### src/hw/rtl/skl_pkg.sv
`timescale 1ns / 1ps
package skl_pkg;

  // Field widths of one item and one result.
  localparam int unsigned KEY_W    = 32;
  localparam int unsigned FUNC_W   = 2;
  localparam int unsigned STATUS_W = 2;
  localparam int unsigned COUNT_W  = 7;

  // Operation codes carried in func; the unused code is treated as a search.
  localparam logic [FUNC_W-1:0] FUNC_INSERT = 2'd0;
  localparam logic [FUNC_W-1:0] FUNC_DELETE = 2'd1;
  localparam logic [FUNC_W-1:0] FUNC_SEARCH = 2'd2;

  // Status codes of a result.
  localparam logic [STATUS_W-1:0] STATUS_OK        = 2'd0;
  localparam logic [STATUS_W-1:0] STATUS_NOT_FOUND = 2'd1;
  localparam logic [STATUS_W-1:0] STATUS_FULL      = 2'd2;

  typedef struct packed {
    logic [FUNC_W-1:0]       func;
    logic signed [KEY_W-1:0] key;
  } skl_in_t;

  typedef struct packed {
    logic [STATUS_W-1:0] status;
    logic [COUNT_W-1:0]  entry_count;
  } skl_out_t;

  // What one cell shows its neighbors.
  typedef struct packed {
    logic                    valid;
    logic signed [KEY_W-1:0] key;
    logic                    lt;
  } skl_link_t;

  // Broadcast control from the sequencer to every cell.
  typedef struct packed {
    logic                    cmp_en;
    logic signed [KEY_W-1:0] cmp_key;
    logic                    ins_en;
    logic                    del_en;
    logic signed [KEY_W-1:0] upd_key;
  } skl_ctrl_t;

  typedef enum logic {
    ST_IDLE,
    ST_UPDATE
  } skl_state_t;

endpackage

### src/hw/rtl/skl_cell.sv
`timescale 1ns / 1ps
module skl_cell (
  input  logic               clk,
  input  logic               rst_n,
  input  skl_pkg::skl_ctrl_t ctrl,
  input  skl_pkg::skl_link_t prev_link,
  input  skl_pkg::skl_link_t next_link,
  output skl_pkg::skl_link_t own_link,
  output logic               match
);
  import skl_pkg::*;

  logic                    valid_r;
  logic signed [KEY_W-1:0] key_r;
  logic                    lt_r;
  logic                    eq_r;

  // Compare flags are taken when an item is accepted; occupancy shifts with the data.
  always_ff @(posedge clk) begin
    if (!rst_n) begin
      valid_r <= 1'b0;
      lt_r    <= 1'b0;
      eq_r    <= 1'b0;
    end else begin
      if (ctrl.cmp_en) begin
        lt_r <= valid_r && (key_r < ctrl.cmp_key);
        eq_r <= valid_r && (key_r == ctrl.cmp_key);
      end
      if (ctrl.ins_en) begin
        valid_r <= valid_r || prev_link.valid;
      end else if (ctrl.del_en && !lt_r) begin
        valid_r <= next_link.valid;
      end
    end
  end

  // Insert: the first cell not below the key takes it, cells after it take
  // their left neighbor. Delete: every cell from the match on takes its right neighbor.
  always_ff @(posedge clk) begin
    if (ctrl.ins_en && !lt_r) begin
      key_r <= prev_link.lt ? ctrl.upd_key : prev_link.key;
    end else if (ctrl.del_en && !lt_r) begin
      key_r <= next_link.key;
    end
  end

  // The first equal entry sits right after the last smaller one.
  assign match    = eq_r && prev_link.lt;
  assign own_link = '{valid: valid_r, key: key_r, lt: lt_r};

endmodule

### config.mk
export PLATFORM = sky130hd
export DESIGN_NAME = skl_cell
export DESIGN_NICKNAME = d
export VERILOG_FILES = /design/src/hw/rtl/skl_pkg.sv /design/src/hw/rtl/skl_cell.sv
export SDC_FILE = /design/constraint.sdc
export NUM_CORES = 1
export LEC_CHECK = 0
export ABC_AREA = 1
export CORE_ASPECT_RATIO = 0.7
export CORE_MARGIN = 3
export CORE_UTILIZATION = 60
export DETAILED_ROUTE_END_ITERATION = 12
export DONT_BUFFER_PORTS = 1
export PLACE_DENSITY_LB_ADDON = 0.25
export SKIP_CTS_REPAIR_TIMING = 1
export SLEW_MARGIN = 20
export SYNTH_ARGS = -nofsm -noshare
export SYNTH_HDL_FRONTEND = slang
export SYNTH_SLANG_ARGS = --single-unit
### constraint.sdc
create_clock -name clk -period 7.4 [get_ports clk]
set_clock_uncertainty 0.1 [all_clocks]
set_input_delay 1.11 -clock clk [delete_from_list [all_inputs] [get_ports clk]]
set_output_delay 1.11 -clock clk [all_outputs]
set_load 0.03 [all_outputs]
==> results_tabular.tex, run 1 <==
\begin{tabular}{lr}
\hline
Metric & Value \\
\hline
\multicolumn{2}{l}{\textbf{Final layout}} \\
Synth-to-layout area growth & 4.26\% \\
Share of cells above drive strength 1 & 5.41\% \\
Finished layout cell area & 2750 um2 \\
Number of standard cells in the layout, taps in and fillers out & 385 \\
Total number of nets in the final design & 501 \\
Total inserted antenna cells & 0 \\
Final cell utilization of the core & 67.7\% \\
\multicolumn{2}{l}{\textbf{Timing}} \\
Setup slack after layout & 4.84 ns \\
Total Neg Setup Slack & 0 ns \\
Tightest hold margin & 0.365 ns \\
Slew @ Worst Pin & 1.03 ns \\
Hold Fails Final Rpt & 0 \\
Final number of max-transition violations & 0 \\
Max\_slew headroom & 31.2\% \\
RSZ-0062 raised after global routing & no \\
Ratio of final minimum period to clock period & 34.6\% \\
Achievable clock frequency & 0.390 GHz \\
Final critical path time including I/O delays and setup & 2.56 ns \\
Setup violation total in the final timing report & 0 \\
\multicolumn{2}{l}{\textbf{Logic synthesis}} \\
Cells after Synth & 339 \\
Register area share after synthesis & 38.7\% \\
Number of different library cells in the post-synthesis netlist & 27 \\
Synth area leaders & sky130\_fd\_sc\_hd\_\_edfxtp\_1 (36\%), sky130\_fd\_sc\_hd\_\_ha\_1 (15\%), sky130\_fd\_sc\_hd\_\_nand2\_1 (14\%) \\
Top-area cell type share of the netlist area & 36.4\% \\
Post-synthesis sequential element count & 35 \\
Most used flip-flop cell after synthesis & sky130\_fd\_sc\_hd\_\_edfxtp\_1 \\
Top cell type by total area after synthesis & sky130\_fd\_sc\_hd\_\_edfxtp\_1 \\
Mean instance size in the synthesized netlist & 7.79 um2 \\
Syn\_nets & 508 \\
Number of warnings printed during yosys synthesis & 0 \\
Number of synthesized flops with an enable pin & 32 \\
Async S/R FF share, synth & 0\% \\
Post-Syn Area & 2640 um2 \\
\multicolumn{2}{l}{\textbf{Floorplan}} \\
DIE WIDTH & 85.3 um \\
Row count & 19 \\
Starting density of the core & 65.0\% \\
Top-level port count & 172 \\
Die Footprint & 5250 um2 \\
Chip Height & 61.5 um \\
Core Region & 4070 um2 \\
\multicolumn{2}{l}{\textbf{Placed design}} \\
Placed standard-cell area & 2650 um2 \\
Half-perimeter wire length after detailed placement & 4.83 mm \\
Placer Congestion & 0.788 \\
Number of port buffers & 0 \\
Placement Setup Slack & 4.63 ns \\
Inst Count DP & 376 \\
\multicolumn{2}{l}{\textbf{Detailed routing}} \\
Post-route DRC violation count & 0 \\
Length of the first detailed-routing pass in iterations & 4 \\
DRT iter0 DRCs & 78 \\
DR vias/cell & 5.69 \\
Detailed-route via count & 2,189 \\
Aggregate routed wire length & 6.02 mm \\
Routed wire per std cell & 15.6 um \\
Post-detailed-route count of antenna-violating nets & 0 \\
\multicolumn{2}{l}{\textbf{Setup path}} \\
Highest-delay cell along the critical path & sky130\_fd\_sc\_hd\_\_inv\_1 \\
Worst setup path class & input port to output port \\
Required time of the critical path & 6.19 ns \\
Worst path max stage delay & 0.20 ns \\
Reg-to-reg critical path startpoint & key\_r[19]\$\_DFFE\_PP\_ \\
Slack of the worst reg-to-reg path & 5.38 ns \\
Critical path endpoint category & output port \\
Arrival time at the worst endpoint & 1.35 ns \\
Buf+Inv Stages, Crit Path & 1 \\
Crit-path leading delay family & buffers and inverters \\
Critical-path cell list & nand2\_1 -> inv\_1 \\
Critical register-to-register path endpoint & lt\_r\$\_SDFFE\_PN0P\_ \\
Length in cells of the worst reg-to-reg path & 9 \\
Largest fanout on the critical path & 34 \\
Critical path launch point type & input port \\
\multicolumn{2}{l}{\textbf{Global routing}} \\
Antenna violations before repair & 0 \\
GRT Overall Usage & 21.2\% \\
Pin count of the biggest net entering global routing & 65 \\
First-pass GRT wire length & 8.49 mm \\
Via count of the first global-routing pass & 1,859 \\
GR Overflow Total & 0 \\
\multicolumn{2}{l}{\textbf{Power and ir drop}} \\
Cell-internal power & 0.358 mW \\
Switching part of the total power & 34.6\% \\
Power per standard cell area & 199 nW/um2 \\
Power Total & 0.548 mW \\
Peak supply drop & 0.156 mV \\
Clock group share of total power & 23.9\% \\
Leakage & 1.31 nW \\
Sequential power share & 55.4\% \\
Combinational cell fraction of total power & 20.7\% \\
Sw Pwr & 0.190 mW \\
\multicolumn{2}{l}{\textbf{Min path}} \\
Worst Hold Class & flop to flop \\
Cell depth of the worst min-delay path & 2 \\
Startpoint of the worst hold path & eq\_r\$\_SDFFE\_PN0P\_ \\
End of the worst hold path & eq\_r\$\_SDFFE\_PN0P\_ \\
\multicolumn{2}{l}{\textbf{CTS}} \\
Later-pin clock latency in the skew report & 0.28 ns \\
Cts bufs inserted & 5 \\
CTS tree & built \\
Clock transition at the registers of the reported paths & 0.07 ns \\
Number of H-tree levels & 2 \\
Clk buf depth & 2 \\
Number of sinks handled by clock tree synthesis & 35 \\
Root buf cell & sky130\_fd\_sc\_hd\_\_clkbuf\_8 \\
\multicolumn{2}{l}{\textbf{Status}} \\
Run status & completed \\
\multicolumn{2}{l}{\textbf{Job}} \\
Max Cap Violations & 0 \\
\hline
\end{tabular}
-- worst max-delay path by stage --
stage                 startpoint                  to  slack, ns  cells after the start
finish              prev_link[0]               match       4.84                      2
global route        prev_link[0]               match       4.83                      2
CTS                 prev_link[0]               match       4.84                      2
detailed placement      ctrl[33]  key_r[6]$_DFFE_PP_       4.63                      3
global placement        ctrl[33]  key_r[6]$_DFFE_PP_       4.67                      3
floorplan               ctrl[33]  key_r[0]$_DFFE_PP_       3.40                      2
-- final cells by class --
type | instances | area [um2]
Multi-Input combinational cell | 241 | 1390
Sequential cell | 35 | 1020
Tap cell | 52 | 65.1
Fill cell | 328 | 1310
Timing Repair Buffer | 1 | 20.0
Inverter | 48 | 180
Clock buffer | 8 | 80.1
-- Yosys cell counts, types with 2 or more instances --
cell	count
sky130_fd_sc_hd__buf_4	2
sky130_fd_sc_hd__o21ai_0	4
sky130_fd_sc_hd__edfxtp_1	32
sky130_fd_sc_hd__nand2_1	99
sky130_fd_sc_hd__nand3_2	2
sky130_fd_sc_hd__nor2_1	38
sky130_fd_sc_hd__nand2_2	3
sky130_fd_sc_hd__a21o_1	2
sky130_fd_sc_hd__ha_1	32
sky130_fd_sc_hd__a21oi_1	16
sky130_fd_sc_hd__dfxtp_1	3
sky130_fd_sc_hd__inv_1	46
sky130_fd_sc_hd__clkbuf_1	13
sky130_fd_sc_hd__nand4_1	3
sky130_fd_sc_hd__a31oi_1	32
-- power groups by stage --
stage | logic (mW) | registers [mW] | clock network (mW)
detailed placement | 0.113 | 0.309 | 0
global placement | 0.107 | 0.308 | 0
finish | 0.113 | 0.304 | 0.131
floorplan | 0.0962 | 0.301 | 0
global route | 0.133 | 0.306 | 0.145
CTS | 0.113 | 0.304 | 0.135
-- cells by family (layout without fill, tap and decap cells) --
group,after synthesis,count (layout),share of synthesized area [%]
flops,35,35,38.7
buf+inv,63,57,9.24
compound gates,59,59,13.5
fa+ha+maj,32,32,15.2
simple gates,150,150,23.5
-- registers in the layout (all words and copies together) (netlist names) --
name     cells
valid_r      1
key_r       32
lt_r         1
eq_r         1
-- layer usage --
layer / part of all wire (%) / GRT usage, % / vias to the layer above / wire length, um
li1: - / - / 1113 / -
met3: 9.7 / 7.35 / 6 / 585
met5: 0 / 0 / - / 0
met4: 0.96 / 5.19 / 0 / 58
met1: 41 / 27.2 / 956 / 2460
met2: 48 / 35.0 / 114 / 2910
-- cells in the final DEF (no fill, tap or decap), drive strengths merged --
cell and count:
a21o 2, a21oi 17, a31oi 32, buf 1
clkbuf 8, clkinv 1, dfxtp 3, edfxtp 32
ha 32, inv 47, nand2 102, nand3 3
nand4 3, nor2 40, nor3 1, nor4 1
o21a 2, o21ai 5, o311a 1
(Power assumes the default switching activity.)
==> inputs of run 2 (changes only) <==
- clock period: 7.4 -> 2.5 ns (I/O delays scaled with it)
==> run 2 against run 1 <==
- die area is the same
- critical endpoint is now lt_r$_SDFFE_PN0P_
- largest power group unchanged
- first-iteration DRC count grew 42%
- sequential cell count is the same
- highest routed layer unchanged
- core utilization grew 0.74 points
- clock-buffer cell count shrank 2
- clock power grew to 2.9 times the previous value
- cell area grew 1.1%
- power grew to 3.0 times the previous value
- register-to-register slack lost 4.9 ns
- final cell count grew 1.0%
- sequential power grew to 3.0 times the previous value
==> results_tabular.tex, run 2 (synthesized netlist as in run 1, its figures left out) <==
\begin{tabular}{lr}
\hline
Metric & Value \\
\hline
\multicolumn{2}{l}{\textbf{CTS}} \\
Cts bufs inserted & 5 (unchanged) \\
CTS tree & built \\
Number of sinks handled by clock tree synthesis & 35 (unchanged) \\
Later-pin clock latency in the skew report & 0.28 ns (about the same) \\
Number of H-tree levels & 2 (unchanged) \\
Clk buf depth & 2 (unchanged) \\
Root buf cell & sky130\_fd\_sc\_hd\_\_clkbuf\_8 \\
Clock transition at the registers of the reported paths & 0.07 ns (about the same) \\
\multicolumn{2}{l}{\textbf{Final layout}} \\
Commonest non-fill, non-tap cell in the layout & sky130\_fd\_sc\_hd\_\_nand2\_1 \\
Most used cells in the layout excluding fill and tap cells & sky130\_fd\_sc\_hd\_\_nand2\_1 (99), sky130\_fd\_sc\_hd\_\_inv\_1 (46), sky130\_fd\_sc\_hd\_\_nor2\_1 (38) \\
Total inserted antenna cells & 0 (unchanged) \\
Largest reg by FF count & key\_r \\
Max FFs per register & 32 (unchanged) \\
Synth-to-layout area growth & 5.40\% \\
Share of cells above drive strength 1 & 6.53\% (+1.1 points) \\
Total number of nets in the final design & 505 (+0.80\%) \\
\multicolumn{2}{l}{\textbf{Timing}} \\
Hold Fails Final Rpt & 0 (unchanged) \\
Ratio of final minimum period to clock period & 79.8\% \\
RSZ-0062 raised after global routing & no \\
Total Neg Setup Slack & 0 ns (unchanged) \\
Setup slack after layout & 0.506 ns (-4.33 ns) \\
Achievable clock frequency & 0.502 GHz \\
Max\_slew headroom & 53.1\% (+22 points) \\
Slew @ Worst Pin & 0.703 ns (-0.326 ns) \\
Final number of max-transition violations & 0 (unchanged) \\
Setup violation total in the final timing report & 0 (unchanged) \\
Final critical path time including I/O delays and setup & 1.99 ns \\
\multicolumn{2}{l}{\textbf{Min path}} \\
Worst Hold Class & input port to flop \\
\multicolumn{2}{l}{\textbf{Detailed routing}} \\
Length of the first detailed-routing pass in iterations & 4 (unchanged) \\
Aggregate routed wire length & 6.06 mm (+0.76\%) \\
DRT iter0 DRCs & 111 (+42\%) \\
Routed wire per std cell & 15.6 um (-0.27\%) \\
Post-route DRC violation count & 0 (unchanged) \\
Detailed-route via count & 2,215 (+1.2\%) \\
Post-detailed-route count of antenna-violating nets & 0 (unchanged) \\
DR vias/cell & 5.69 (+0.15\%) \\
\multicolumn{2}{l}{\textbf{Global routing}} \\
Antenna violations before repair & 0 (unchanged) \\
GR Overflow Total & 0 (unchanged) \\
GR peak layer & met2 \\
Met1 track demand over resource & 26.3\% (-0.90 points) \\
Via count of the first global-routing pass & 1,992 (+7.2\%) \\
GRT Overall Usage & 21.8\% (+0.62 points) \\
Met3 Resource Use GR & 7.89\% (+0.53 points) \\
Met2 Track Usage GR & 38.3\% (+3.3 points) \\
First-pass GRT wire length & 8.81 mm (+3.7\%) \\
Pin count of the biggest net entering global routing & 41 (-37\%) \\
\multicolumn{2}{l}{\textbf{Setup path}} \\
Critical path launch point type & flop \\
Largest fanout on the critical path & 3 (-91\%) \\
Critical path endpoint category & flop \\
Arrival time at the worst endpoint & 2.12 ns (+0.77 ns) \\
Required time of the critical path & 2.62 ns (-3.57 ns) \\
Worst setup path class & flop to flop \\
\multicolumn{2}{l}{\textbf{Floorplan}} \\
Core Region & 4070 um2 (unchanged) \\
Die Footprint & 5250 um2 (unchanged) \\
DIE WIDTH & 85.3 um (unchanged) \\
Top-level port count & 172 (unchanged) \\
Row count & 19 (unchanged) \\
Chip Height & 61.5 um (unchanged) \\
Starting density of the core & 65.0\% (unchanged) \\
\multicolumn{2}{l}{\textbf{Job}} \\
Max Cap Violations & 0 (unchanged) \\
\multicolumn{2}{l}{\textbf{Power and ir drop}} \\
Leakage & 1.33 nW (+1.6\%) \\
Power per standard cell area & 583 nW/um2 (+190\%) \\
Peak supply drop & 0.463 mV (+200\%) \\
\multicolumn{2}{l}{\textbf{Placed design}} \\
Number of port buffers & 0 (unchanged) \\
Placer Congestion & 0.788 (about the same) \\
Placement Setup Slack & 0.516 ns (-4.11 ns) \\
Half-perimeter wire length after detailed placement & 5.04 mm (+4.3\%) \\
\multicolumn{2}{l}{\textbf{Status}} \\
Run status & completed \\
\hline
\end{tabular}
## run 2: layout make-up
cell class | count | area, um2
clock inverter | 2 | 7.51
multi-input combinational | 241 | 1390
sequential | 35 | 1020
fill | 355 | 1280
inverter | 48 | 180
clock buffer | 6 | 72.6
timing repair buffer | 5 | 50.0
tap | 52 | 65.1
## run 2: power breakdown
| group | total (mW) | internal [mW] | switching (mW) |
|---|---|---|---|
| registers | 0.898 | 0.724 | 0.174 |
| logic | 0.341 | 0.141 | 0.200 |
| clock network | 0.385 | 0.190 | 0.195 |
| total | 1.62 | 1.06 | 0.568 |
## run 2: path summary, 6_finish.rpt
check                                            end  cells after the start                 from  slack, ns
worst max register to register     lt_r$_SDFFE_PN0P_                      9  key_r[19]$_DFFE_PP_       0.51
worst max-delay path               lt_r$_SDFFE_PN0P_                      9  key_r[19]$_DFFE_PP_       0.51
worst min-delay path            valid_r$_SDFFE_PN0P_                      1                rst_n       0.13
worst min register to register     eq_r$_SDFFE_PN0P_                      2    eq_r$_SDFFE_PN0P_       0.37
## run 2: metrics by stage
stage | instance area [um2] | total power [mW] | std cells | hold WS (ns) | utilization (%)
finish | 2780 | 1.62 | 389 | 0.131 | 68.5
CTS | 2780 | 1.64 | 389 | 0.128 | 68.5
global placement | 2700 | 1.24 | 381 | 0.353 | 66.5
floorplan | 2640 | 1.17 | 339 | 0.342 | -
detailed placement | 2700 | 1.26 | 381 | 0.355 | 66.5
global route | 2780 | 1.73 | 389 | 0.124 | 68.5
## run 2: worst max-delay path: stages (launching register included)
cell and delay, ns:
sky130_fd_sc_hd__edfxtp_1 0.55, sky130_fd_sc_hd__ha_1 0.38, sky130_fd_sc_hd__a21o_1 0.20, sky130_fd_sc_hd__o21ai_1 0.13, sky130_fd_sc_hd__nand2_1 0.07, sky130_fd_sc_hd__a21oi_1 0.21
sky130_fd_sc_hd__nand2_1 0.08, sky130_fd_sc_hd__nand2_1 0.07, sky130_fd_sc_hd__nand3_2 0.06, sky130_fd_sc_hd__a21oi_2 0.10
## run 2: layer usage
metal,up-vias,routed length [um]
met2,97,2950
met1,991,2470
met4,0,48
met5,-,0
met3,6,595
li1,1121,-
==> inputs of run 3 (changes only) <==
- clock period: 2.5 -> 1.9 ns (I/O delays scaled with it)
==> run 3 against run 2 <==
- die area is the same
- wire length grew 16%
- global-route usage grew 2.3 points
- final cell count grew 8.5%
- clock power grew 70%
- power grew 52%
- highest routed layer unchanged
==> results_tabular.tex, run 3 (synthesized netlist as in run 1, its figures left out) <==
\begin{tabular}{lr}
\hline
Metric & Value \\
\hline
\multicolumn{2}{l}{\textbf{Status}} \\
Run status & completed \\
\multicolumn{2}{l}{\textbf{Detailed routing}} \\
Length of the first detailed-routing pass in iterations & 5 (+1) \\
DR vias/cell & 5.69 (about the same) \\
Aggregate routed wire length & 7.00 mm (+16\%) \\
Post-route DRC violation count & 0 (unchanged) \\
DRT iter0 DRCs & 163 (+47\%) \\
Post-detailed-route count of antenna-violating nets & 0 (unchanged) \\
Detailed-route via count & 2,403 (+8.5\%) \\
Routed wire per std cell & 16.6 um (+6.5\%) \\
\multicolumn{2}{l}{\textbf{Floorplan}} \\
DIE WIDTH & 85.3 um (unchanged) \\
Top-level port count & 172 (unchanged) \\
Starting density of the core & 65.0\% (unchanged) \\
Die Footprint & 5250 um2 (unchanged) \\
Chip Height & 61.5 um (unchanged) \\
Core Region & 4070 um2 (unchanged) \\
Row count & 19 (unchanged) \\
\multicolumn{2}{l}{\textbf{Final layout}} \\
Final cell utilization of the core & 77.9\% (+9.4 points) \\
FF+latch area & 1020 um2 (unchanged) \\
Total number of nets in the final design & 538 (+6.5\%) \\
Max FFs per register & 32 (unchanged) \\
Commonest non-fill, non-tap cell in the layout & sky130\_fd\_sc\_hd\_\_nand2\_1 \\
Number of standard cells in the layout, taps in and fillers out & 422 (+8.5\%) \\
Share of cells above drive strength 1 & 18.6\% (+12 points) \\
Most used cells in the layout excluding fill and tap cells & sky130\_fd\_sc\_hd\_\_nand2\_1 (97), sky130\_fd\_sc\_hd\_\_inv\_1 (46), sky130\_fd\_sc\_hd\_\_nor2\_1 (37) \\
Total inserted antenna cells & 0 (unchanged) \\
Largest reg by FF count & key\_r \\
Synth-to-layout area growth & 19.8\% \\
Multi-input combinational cell area & 1480 um2 (+6.8\%) \\
Filler Cells Inserted & 290 (-18\%) \\
\multicolumn{2}{l}{\textbf{Setup path}} \\
Highest-delay cell along the critical path & sky130\_fd\_sc\_hd\_\_edfxtp\_1 \\
Length in cells of the worst reg-to-reg path & 12 (+3) \\
Critical-path cell list & ha\_4 -> nand2\_1 -> nor2\_2 -> nand4\_1 -> clkinv\_1 -> nand2\_1 -> nand2\_1 -> nand2\_2 -> nand2\_1 -> nand2\_1 -> nand3\_2 -> a21oi\_2 \\
Critical path's most frequent cell & sky130\_fd\_sc\_hd\_\_nand2\_1 \\
Worst setup path class & flop to flop \\
Critical register-to-register path endpoint & lt\_r\$\_SDFFE\_PN0P\_ \\
Required time of the critical path & 1.98 ns (-0.64 ns) \\
Critical path launch point type & flop \\
Largest fanout on the critical path & 2 (-1) \\
Arrival time at the worst endpoint & 1.87 ns (-0.25 ns) \\
Slack of the worst reg-to-reg path & 0.11 ns (-0.39 ns) \\
Worst path max stage delay & 0.44 ns (-0.11 ns) \\
Critical path endpoint category & flop \\
Reg-to-reg critical path startpoint & key\_r[15]\$\_DFFE\_PP\_ \\
\multicolumn{2}{l}{\textbf{CTS}} \\
Number of sinks handled by clock tree synthesis & 35 (unchanged) \\
Clock transition at the registers of the reported paths & 0.07 ns (about the same) \\
Root buf cell & sky130\_fd\_sc\_hd\_\_clkbuf\_8 \\
CTS tree & built \\
Later-pin clock latency in the skew report & 0.28 ns (about the same) \\
Cts bufs inserted & 5 (unchanged) \\
Clk buf depth & 2 (unchanged) \\
Number of H-tree levels & 2 (unchanged) \\
\multicolumn{2}{l}{\textbf{Timing}} \\
Final critical path time including I/O delays and setup & 1.79 ns (-0.207 ns) \\
Setup violation total in the final timing report & 0 (unchanged) \\
Achievable clock frequency & 0.560 GHz (+12\%) \\
Max\_slew headroom & 76.3\% (+23 points) \\
Final number of max-transition violations & 0 (unchanged) \\
Hold Fails Final Rpt & 0 (unchanged) \\
Tightest hold margin & 0.0361 ns (-0.0945 ns) \\
Slew @ Worst Pin & 0.356 ns (-0.347 ns) \\
Total Neg Setup Slack & 0 ns (unchanged) \\
Ratio of final minimum period to clock period & 94.0\% (+14 points) \\
\multicolumn{2}{l}{\textbf{Min path}} \\
Cell depth of the worst min-delay path & 1 (unchanged) \\
Startpoint of the worst hold path & rst\_n \\
Worst Hold Class & input port to flop \\
End of the worst hold path & valid\_r\$\_SDFFE\_PN0P\_ \\
\multicolumn{2}{l}{\textbf{Power and ir drop}} \\
Peak supply drop & 0.518 mV (+12\%) \\
Leakage & 1.51 nW (+13\%) \\
Power per standard cell area & 778 nW/um2 (+33\%) \\
\multicolumn{2}{l}{\textbf{Placed design}} \\
Half-perimeter wire length after detailed placement & 5.34 mm (+5.9\%) \\
Number of port buffers & 0 (unchanged) \\
Placer Congestion & 0.830 (+5.3\%) \\
Inst Count DP & 413 (+8.4\%) \\
\multicolumn{2}{l}{\textbf{Global routing}} \\
GR Overflow Total & 0 (unchanged) \\
GR peak layer & met2 \\
First-pass GRT wire length & 9.70 mm (+10\%) \\
Via count of the first global-routing pass & 2,187 (+9.8\%) \\
Met1 track demand over resource & 29.2\% (+2.8 points) \\
Pin count of the biggest net entering global routing & 65 (+59\%) \\
Met3 Resource Use GR & 6.42\% (-1.5 points) \\
Antenna violations before repair & 0 (unchanged) \\
GRT Overall Usage & 24.1\% (+2.3 points) \\
Met2 Track Usage GR & 43.9\% (+5.6 points) \\
\multicolumn{2}{l}{\textbf{Job}} \\
Max Cap Violations & 0 (unchanged) \\
\hline
\end{tabular}
run 3: changes by cell type in the layout (fill, tap and decap cells not counted), moves of 2 or more:
cell,previous run,this run
sky130_fd_sc_hd__ha_1,32,26
sky130_fd_sc_hd__a21oi_2,1,4
sky130_fd_sc_hd__ha_4,0,6
sky130_fd_sc_hd__buf_4,4,36
sky130_fd_sc_hd__nand2_2,3,5
sky130_fd_sc_hd__nand2_1,99,97
sky130_fd_sc_hd__a21oi_1,16,13
run 3: how the worst max path moves through the flow:
stage                             end  cells after the start                 from
finish              lt_r$_SDFFE_PN0P_                     12  key_r[15]$_DFFE_PP_
global route        lt_r$_SDFFE_PN0P_                     12  key_r[13]$_DFFE_PP_
CTS                 lt_r$_SDFFE_PN0P_                      9  key_r[19]$_DFFE_PP_
detailed placement  lt_r$_SDFFE_PN0P_                      9  key_r[19]$_DFFE_PP_
global placement    lt_r$_SDFFE_PN0P_                      9  key_r[19]$_DFFE_PP_
floorplan           lt_r$_SDFFE_PN0P_                      9  key_r[19]$_DFFE_PP_
run 3: where the power goes:
part / internal (mW) / switching, mW
sequential: 0.949 / 0.0641
clock: 0.384 / 0.269
combinational: 0.314 / 0.483
total: 1.65 / 0.816
run 3: metal layers:
metal	share of wire [%]	up-vias
met3	9.6	14
li1	-	1188
met1	37	1069
met4	1.4	0
met2	52	132
met5	0	-
run 3: cell type report:
type                    count  share of cell area (%)
repair buffers             38                    9.80
clock buffers               5                    2.17
flip-flops and latches     35                    32.3
well taps                  52                    2.06
clock inverters             3                    1.23
inverters                  48                    5.69
multi-input cells         241                    46.8
run 3: critical path, delay by kind of cell, from the launching register on:
kind | cells | cell delay, ns
simple gates | 9 | 0.69
flops | 1 | 0.44
buf+inv | 1 | 0.10
fa+ha+maj | 1 | 0.30
compound gates | 1 | 0.04
run 3: per-stage QoR:
step           setup slack (ns)  power (mW)  area [um2]
2_1_floorplan            0.0612        1.54        2650
3_3_place_gp              0.131        1.74        2960
3_5_place_dp             0.0753        1.77        2960
4_1_cts                  0.0169        2.42        3060
5_1_grt                 -0.0243        2.60        3170
6_report                  0.113        2.46        3170
